### src/hdl/radius2_cellular_automaton_core_macros.svh
// Assertion macros for the radius-2 cellular automaton core.
// Taken in by the modules that check their own logic; needs aclk and aresetn in scope.
`ifndef RADIUS2_CELLULAR_AUTOMATON_CORE_MACROS_SVH
`define RADIUS2_CELLULAR_AUTOMATON_CORE_MACROS_SVH

`ifndef NO_ASSERTIONS

// The consequent holds in the same cycle as the antecedent.
`define R2CA_ASSERT_SAME(lbl, ante, cons) \
    lbl: assert property (@(posedge aclk) disable iff (!aresetn) (ante) |-> (cons)) \
        else $error("r2ca: same-cycle check failed");

// The consequent holds in the cycle after the antecedent.
`define R2CA_ASSERT_NEXT(lbl, ante, cons) \
    lbl: assert property (@(posedge aclk) disable iff (!aresetn) (ante) |=> (cons)) \
        else $error("r2ca: next-cycle check failed");

`else

`define R2CA_ASSERT_SAME(lbl, ante, cons)
`define R2CA_ASSERT_NEXT(lbl, ante, cons)

`endif

`endif

### src/hdl/r2ca_pkg.sv
// Package for the radius-2 cellular automaton core: sizes, codes and state type.
// Depends on nothing; imported by radius2_cellular_automaton_core.
package r2ca_pkg;

    // Size of the cell row and derived widths.
    localparam int MAX_CELLS = 256;
    localparam int IDX_W     = $clog2(MAX_CELLS);
    localparam int WIDTH_W   = 9;
    localparam int MIN_WIDTH = 11;
    localparam int NBHD_W    = 5;
    localparam int RULE_W    = 1 << NBHD_W;

    // Stream payload widths.
    localparam int S_TDATA_W = 32;
    localparam int S_TUSER_W = 2;
    localparam int M_TDATA_W = 8;

    // Configuration port.
    localparam int CFG_ADDR_W = 2;
    localparam int CFG_DATA_W = 32;
    localparam logic [CFG_ADDR_W-1:0] REG_RULE_WORD    = 2'd0;
    localparam logic [CFG_ADDR_W-1:0] REG_ACTIVE_WIDTH = 2'd1;

    // Operation codes carried in s_tuser.
    typedef enum logic [1:0] {
        FUNC_WRITE = 2'd0,
        FUNC_READ  = 2'd1,
        FUNC_RUN   = 2'd2,
        FUNC_SEED  = 2'd3
    } func_t;

    // Sequencer states, one-hot.
    typedef enum logic [2:0] {
        S_IDLE = 3'b001,
        S_PASS = 3'b010,
        S_FIN  = 3'b100
    } state_t;

endpackage

### src/hdl/radius2_cellular_automaton_core.sv
// Radius-2 binary cellular automaton on a ring of configurable width.
// Depends on r2ca_pkg and radius2_cellular_automaton_core_macros.svh.
//
// Usage notes.
// Requests arrive on the s_ channel: s_tuser carries the operation (write cell,
// read cell, run generations, single seed) and s_tdata the position, the cell
// value and the generation count. Each request yields exactly one result on
// the m_ channel, with read_bit and done_res in m_tdata.
// The row lives in a 256-bit circular shift register that turns one cell per
// cycle while a pass is under way, past the rule lookups. Every operation but
// a run of zero generations is a bit-serial pass over all 256 cells, then the
// result is posted; a run takes one pass for each generation computed,
// stopping early once a generation leaves the row unchanged. One request is
// in work at a time; a new request is taken while the previous result still
// waits on m_tready. If the receiver stalls, the finished result is held in
// the output register and the sequencer waits before posting the next one.
// Reset (aresetn low, synchronous) clears every cell, sets rule_word to zero
// and active_width to 256. Registers must be written through cfg_wr_en only
// while idle, by the user; the core itself does not enforce this.

`include "radius2_cellular_automaton_core_macros.svh"

module radius2_cellular_automaton_core
    import r2ca_pkg::*;
(
    input  logic                  aclk,
    input  logic                  aresetn,
    // Configuration write port.
    input  logic                  cfg_wr_en,
    input  logic [CFG_ADDR_W-1:0] cfg_addr,
    input  logic [CFG_DATA_W-1:0] cfg_wdata,
    // Request channel.
    input  logic                  s_tvalid,
    output logic                  s_tready,
    input  logic [S_TDATA_W-1:0]  s_tdata,  // position[7:0], cell_value[8], generations[24:9]
    input  logic [S_TUSER_W-1:0]  s_tuser,  // func[1:0]
    // Result channel.
    output logic                  m_tvalid,
    input  logic                  m_tready,
    output logic [M_TDATA_W-1:0]  m_tdata   // read_bit[0], done_res[1]
);

    localparam logic [IDX_W-1:0] LAST_STEP = IDX_W'(MAX_CELLS - 1);

    // Configuration registers.
    logic [RULE_W-1:0]    rule_reg;
    logic [WIDTH_W-1:0]   width_reg;

    // Cell row and sequencer.
    logic [MAX_CELLS-1:0] sr_reg, sr_next;
    state_t               state_reg, state_next;
    logic [IDX_W-1:0]     step_reg;
    func_t                func_reg;
    logic [7:0]           pos_reg;
    logic                 val_reg;
    logic [15:0]          gens_reg, gens_next;
    logic                 changed_reg, changed_next;
    logic                 rd_reg;

    // Saved old cells for the wrap-around of the ring.
    logic                 old_m1_reg, old_m2_reg;
    logic [3:0]           head_reg;
    logic                 new0_reg, new1_reg;

    // Output register.
    logic                 m_tvalid_reg;
    logic                 read_bit_reg;

    // Derived control values.
    logic [WIDTH_W-1:0]   w_eff;
    logic [IDX_W-1:0]     w_m1, w_m2, w_half;
    logic                 in_ring, at_pos, out_free, accept;
    logic [NBHD_W-1:0]    nbhd;
    logic                 new_bit, new0_c, new1_c, new0_sel, new1_sel;
    logic                 step_changed, pass_end, read_hit;

    // Width saturated into the legal range of the ring.
    always_comb begin
        if (width_reg < WIDTH_W'(MIN_WIDTH)) begin
            w_eff = WIDTH_W'(MIN_WIDTH);
        end else if (width_reg > WIDTH_W'(MAX_CELLS)) begin
            w_eff = WIDTH_W'(MAX_CELLS);
        end else begin
            w_eff = width_reg;
        end
    end

    assign w_m1   = IDX_W'(w_eff - WIDTH_W'(1));
    assign w_m2   = IDX_W'(w_eff - WIDTH_W'(2));
    assign w_half = IDX_W'(w_eff >> 1);

    assign in_ring  = WIDTH_W'(step_reg) < w_eff;
    assign at_pos   = WIDTH_W'(step_reg) == WIDTH_W'(pos_reg);
    assign out_free = !m_tvalid_reg || m_tready;
    assign s_tready = (state_reg == S_IDLE);
    assign accept   = s_tvalid && s_tready;
    assign pass_end = (state_reg == S_PASS) && (step_reg == LAST_STEP);
    assign read_hit = (state_reg == S_PASS) && (func_reg == FUNC_READ) && in_ring && at_pos;

    // Neighbourhood of the cell at the head; the right-hand cells wrap to the
    // saved old values of cells 0 and 1 near the end of the ring.
    always_comb begin
        nbhd[4] = old_m2_reg;
        nbhd[3] = old_m1_reg;
        nbhd[2] = sr_reg[0];
        nbhd[1] = (step_reg == w_m1) ? head_reg[0] : sr_reg[1];
        if (step_reg == w_m1) begin
            nbhd[0] = head_reg[1];
        end else if (step_reg == w_m2) begin
            nbhd[0] = head_reg[0];
        end else begin
            nbhd[0] = sr_reg[2];
        end
    end

    assign new_bit = rule_reg[nbhd];

    // Cells 0 and 1 need the old last two cells; they are worked out when the
    // last cell of the ring is at the head and written back at the pass end.
    assign new0_c   = rule_reg[{old_m1_reg, sr_reg[0], head_reg[0], head_reg[1], head_reg[2]}];
    assign new1_c   = rule_reg[{sr_reg[0], head_reg[0], head_reg[1], head_reg[2], head_reg[3]}];
    assign new0_sel = (step_reg == w_m1) ? new0_c : new0_reg;
    assign new1_sel = (step_reg == w_m1) ? new1_c : new1_reg;

    // Change detection for the early stop at a fixed point.
    always_comb begin
        step_changed = 1'b0;
        if (in_ring && (step_reg >= IDX_W'(2)) && (new_bit != sr_reg[0])) begin
            step_changed = 1'b1;
        end
        if ((step_reg == w_m1) && ((new0_c != head_reg[0]) || (new1_c != head_reg[1]))) begin
            step_changed = 1'b1;
        end
    end

    assign changed_next = changed_reg || step_changed;

    // Next value of the rotating row for each operation.
    always_comb begin
        sr_next = {sr_reg[0], sr_reg[MAX_CELLS-1:1]};
        case (func_reg)
            FUNC_WRITE: begin
                if (in_ring && at_pos) begin
                    sr_next[MAX_CELLS-1] = val_reg;
                end
            end
            FUNC_READ: begin
                sr_next = {sr_reg[0], sr_reg[MAX_CELLS-1:1]};
            end
            FUNC_RUN: begin
                if (in_ring && (step_reg >= IDX_W'(2))) begin
                    sr_next[MAX_CELLS-1] = new_bit;
                end
                if (step_reg == LAST_STEP) begin
                    sr_next[0] = new0_sel;
                    sr_next[1] = new1_sel;
                end
            end
            FUNC_SEED: begin
                if (in_ring) begin
                    sr_next[MAX_CELLS-1] = (step_reg == w_half);
                end
            end
            default: begin
                sr_next = {sr_reg[0], sr_reg[MAX_CELLS-1:1]};
            end
        endcase
    end

    // Sequencer transitions.
    always_comb begin
        state_next = state_reg;
        gens_next  = gens_reg;
        case (state_reg)
            S_IDLE: begin
                if (accept) begin
                    gens_next = s_tdata[24:9];
                    if ((func_t'(s_tuser) == FUNC_RUN) && (s_tdata[24:9] == 16'd0)) begin
                        state_next = S_FIN;
                    end else begin
                        state_next = S_PASS;
                    end
                end
            end
            S_PASS: begin
                if (pass_end) begin
                    if ((func_reg == FUNC_RUN) && (gens_reg != 16'd1) && changed_next) begin
                        gens_next = gens_reg - 16'd1;
                    end else begin
                        state_next = S_FIN;
                    end
                end
            end
            S_FIN: begin
                if (out_free) begin
                    state_next = S_IDLE;
                end
            end
            default: begin
                state_next = S_IDLE;
            end
        endcase
    end

    // Configuration registers.
    always_ff @(posedge aclk) begin
        if (!aresetn) begin
            rule_reg  <= '0;
            width_reg <= WIDTH_W'(MAX_CELLS);
        end else if (cfg_wr_en) begin
            if (cfg_addr == REG_RULE_WORD) begin
                rule_reg <= cfg_wdata[RULE_W-1:0];
            end else if (cfg_addr == REG_ACTIVE_WIDTH) begin
                width_reg <= cfg_wdata[WIDTH_W-1:0];
            end
        end
    end

    // Cell row, sequencer and result register.
    always_ff @(posedge aclk) begin
        if (!aresetn) begin
            sr_reg       <= '0;
            state_reg    <= S_IDLE;
            step_reg     <= '0;
            changed_reg  <= 1'b0;
            rd_reg       <= 1'b0;
            m_tvalid_reg <= 1'b0;
        end else begin
            state_reg <= state_next;
            gens_reg  <= gens_next;
            if (accept) begin
                rd_reg      <= 1'b0;
                changed_reg <= 1'b0;
            end
            if (state_reg == S_PASS) begin
                sr_reg     <= sr_next;
                step_reg   <= step_reg + IDX_W'(1);
                old_m1_reg <= sr_reg[0];
                old_m2_reg <= old_m1_reg;
                changed_reg <= pass_end ? 1'b0 : changed_next;
                if (step_reg == '0) begin
                    head_reg <= sr_reg[3:0];
                end
                if (step_reg == w_m1) begin
                    new0_reg <= new0_c;
                    new1_reg <= new1_c;
                end
                if (read_hit) begin
                    rd_reg <= sr_reg[0];
                end
            end
            if ((state_reg == S_FIN) && out_free) begin
                m_tvalid_reg <= 1'b1;
            end else if (m_tready) begin
                m_tvalid_reg <= 1'b0;
            end
        end
    end

    // Request fields and result payload; no reset needed.
    always_ff @(posedge aclk) begin
        if (accept) begin
            func_reg <= func_t'(s_tuser);
            pos_reg  <= s_tdata[7:0];
            val_reg  <= s_tdata[8];
        end
        if ((state_reg == S_FIN) && out_free) begin
            read_bit_reg <= rd_reg;
        end
    end

    assign m_tvalid = m_tvalid_reg;
    assign m_tdata  = {{(M_TDATA_W-2){1'b0}}, 1'b1, read_bit_reg};

    // Self-checks on the sequencer.
    `R2CA_ASSERT_SAME(a_idle_step_zero, state_reg == S_IDLE, step_reg == '0)
    `R2CA_ASSERT_NEXT(a_out_only_from_fin, !m_tvalid_reg && (state_reg != S_FIN), !m_tvalid_reg)
    `R2CA_ASSERT_NEXT(a_fin_waits, (state_reg == S_FIN) && m_tvalid_reg && !m_tready, state_reg == S_FIN)
    `R2CA_ASSERT_SAME(a_read_only_on_read, (state_reg == S_FIN) && (func_reg != FUNC_READ), !rd_reg)

endmodule

### config.mk
export PLATFORM = sky130hd
export DESIGN_NAME = radius2_cellular_automaton_core
export DESIGN_NICKNAME = d
export VERILOG_FILES = /design/src/hdl/r2ca_pkg.sv /design/src/hdl/radius2_cellular_automaton_core.sv
export VERILOG_INCLUDE_DIRS = /design/src /design/src/hdl
export SDC_FILE = /design/constraint.sdc
export NUM_CORES = 1
export LEC_CHECK = 0
export ABC_AREA = 1
export BUFFER_PORTS_ARGS = -buffer_cell sky130_fd_sc_hd__buf_2
export CAP_MARGIN = 20
export CELL_PAD_IN_SITES_DETAIL_PLACEMENT = 1
export CELL_PAD_IN_SITES_GLOBAL_PLACEMENT = 1
export CORE_MARGIN = 2
export CORE_UTILIZATION = 30
export DETAILED_ROUTE_END_ITERATION = 6
export PLACE_DENSITY = 0.67
export SLEW_MARGIN = 25
export SYNTH_ARGS = -nofsm -noshare
export SYNTH_HDL_FRONTEND = slang
export SYNTH_SLANG_ARGS = --single-unit
### constraint.sdc
create_clock -name aclk -period 4 [get_ports aclk]
set_clock_uncertainty 0.05 [all_clocks]
set_input_delay 0.8 -clock aclk [delete_from_list [all_inputs] [get_ports aclk]]
set_output_delay 0.8 -clock aclk [all_outputs]
set_load 0.005 [all_outputs]
==> metrics.yaml <==
status: "complete, no violations"
syn-mean-instance-area_um2: 7.451
dieArea_um2: 50380
yosysWarnings: 0
layout-drive-gt1-share: 0.1407
gp_congestion: 0.8637
cts_sinks: 347
clock_tree.root_cell: "clkbuf_16"
coreArea_um2: 47850
critPathArrivalTime_ns: 4.14
port_buffers: 68
clk_path_buf_depth: 3
drc: 0
crit_type: "reg -> reg"
fin_ws_ns: 0.09072
clock_latency_ns: 0.57
cp_top_family: "simple AND/OR/NAND/NOR gates"
wl_per_cell_um: 14.71
grt_usage: 0.1514
cts_buffers: 40
grt_antenna_before_repair: 0
post_dp_cell_area_um2: 15600
synth_area_um2: 14580
dp_hpwl_um: 23360
period_needed_ns: 3.909
crit_buf_inv: 4
path_clk_slew_ns: 0.06
max_stage_delay_ns: 0.32
grt_pass1_vias: 13040
rsz0062_at_grt: "yes"
final_nets: 2089
drtIter0Drc: 856
fillCellCount: 5800
p_per_area_nw_per_um2: 575.2
leakage_nw: 7.877
netlist_instances: 1957
cp-end-kind: "flip-flop"
synth_edf_count: 36
drv_cap: 0
irDropWorstVdd_mv: 0.2757
drtPass1Iterations: 5
final_antenna_net_count: 0
row_count: 80
cts_htree_levels: 2
die_y_um: 224.5
synth_most_common_cell: "nor2_1"
largest_reg_flops: 256
synthArstFlopShare: 0
syn_to_final_growth_pct: 19.97
ys.flop_type: "dfxtp_1"
setup_viol: 0
yosysTopAreaCell: "dfxtp_1"
cp.required_ns: 4.23
fin_crit_sh: 0.9773
min_path_type: "in -> reg"
hold_buffers: 0
routed_via_density: 4.920
path_common_cell: "nand2_2"
synth_seq_cells: 347
vias: 13030
tightest_slew_ns: 1.227
start_util: 0.3048
final_cell_area_um2: 17490
synth.area.top_cells: "dfxtp_1 (43%), nor2_1 (16%), o21ai_0 (12%), edfxtp_1 (7.4%), nand2_1 (3.5%)"
hold_viol_final: 0
finalPower_mw: 10.06
fp.dieW_um: 224.5
antennaDiodeCount: 0
synth.distinct_cells: 45
hold_ws_ns: 0.3562
grt_overflow: 0
io-pin-count: 83
cp_max_fo: 8
synth_top_area_frac: 0.4270
grt_max_degree: 270
wl_um: 38950
synth_top_cells_by_count: "nor2_1 (627), o21ai_0 (353), dfxtp_1 (311), nand2_1 (135), clkbuf_1 (117)"
slew_violations: 0
slew_headroom: 0.1818
post-place-ws_ns: -0.2121
tritoncts: "yes"
grt_pass1_wl_um: 64030
crit_slowest_cell: "dfxtp_2"
yosysSeqAreaShare: 0.5011
startpoint_type: "flip-flop"
fmax_mhz: 255.8
[path summary, 6_finish.rpt]
kind	from	end	slack, ns	cells past startpoint
worst max register to register	width_reg[5]	gens_reg[9]	0.09	29
worst max-delay path	width_reg[5]	gens_reg[9]	0.09	29
worst min-delay path	s_tdata[4]	pos_reg[4]	0.36	1
worst min register to register	sr_reg[3]	head_reg[3]	0.39	0
[cell type report]
type                       instances  area, um2  area share
clock buffer                      59       1184     0.06766
sequential                       347       7313      0.4181
multi-input combinational       1396       6798      0.3886
tap                              615      769.5     0.04399
clock inverter                    15      214.0     0.01223
timing repair buffer             129      875.8     0.05007
inverter                          87      339.1     0.01938
[layer usage]
metal	share of wire	global-route usage	vias up
li1	-	-	6503
met1	0.47	0.1955	6312
met2	0.47	0.2557	157
met3	0.032	0.02378	57
met4	0.024	0.05533	0
met5	0	0	-
[power by group]
group          internal [mW]  total [mW]  switching [mW]
sequential              4.16        4.47           0.317
clock                   2.32        3.82            1.50
combinational          0.592        1.77            1.18
total                   7.07        10.1            2.99
[what timing repair did]
item	in CTS	in global routing
gates cloned	1	1
pin swaps	16	50
endpoints found under the setup margin	17	19
buffers inserted	8	5
gates resized for setup	34	65
[metrics by stage]
stage                 util  std cells  setup TNS, ns
global placement    0.3260       2561         -1.371
floorplan                -       1962              0
CTS                 0.3595       2644              0
finish              0.3656       2648              0
detailed placement  0.3260       2561         -3.434
global route        0.3656       2648         -2.136
[layout by cell type (no fill, tap or decap), types with 6 or more instances in the layout]
cell type	n
a21oi_1	53
a31oi_1	7
buf_2	67
buf_4	50
buf_6	8
clkbuf_1	9
clkbuf_16	41
clkbuf_8	9
clkinv_2	8
conb_1	7
dfxtp_1	306
edfxtp_1	36
ha_1	12
inv_1	77
nand2_1	122
nand2_2	15
nand3_1	56
nand3_2	30
nand4_1	8
nor2_1	618
nor2_2	7
nor3_1	13
nor4_1	8
o211ai_1	11
o21ai_0	351
o221ai_1	8
xnor2_1	6
xor2_1	18
[cells by family after synthesis]
family / synth area share
buf+inv: 0.06032
flops: 0.5011
compound gates: 0.1630
simple gates: 0.2471
xor+xnor: 0.01502
fa+ha+maj: 0.01287
other cells: 0.0005150
Note: power is estimated with default switching activity, not from simulation.
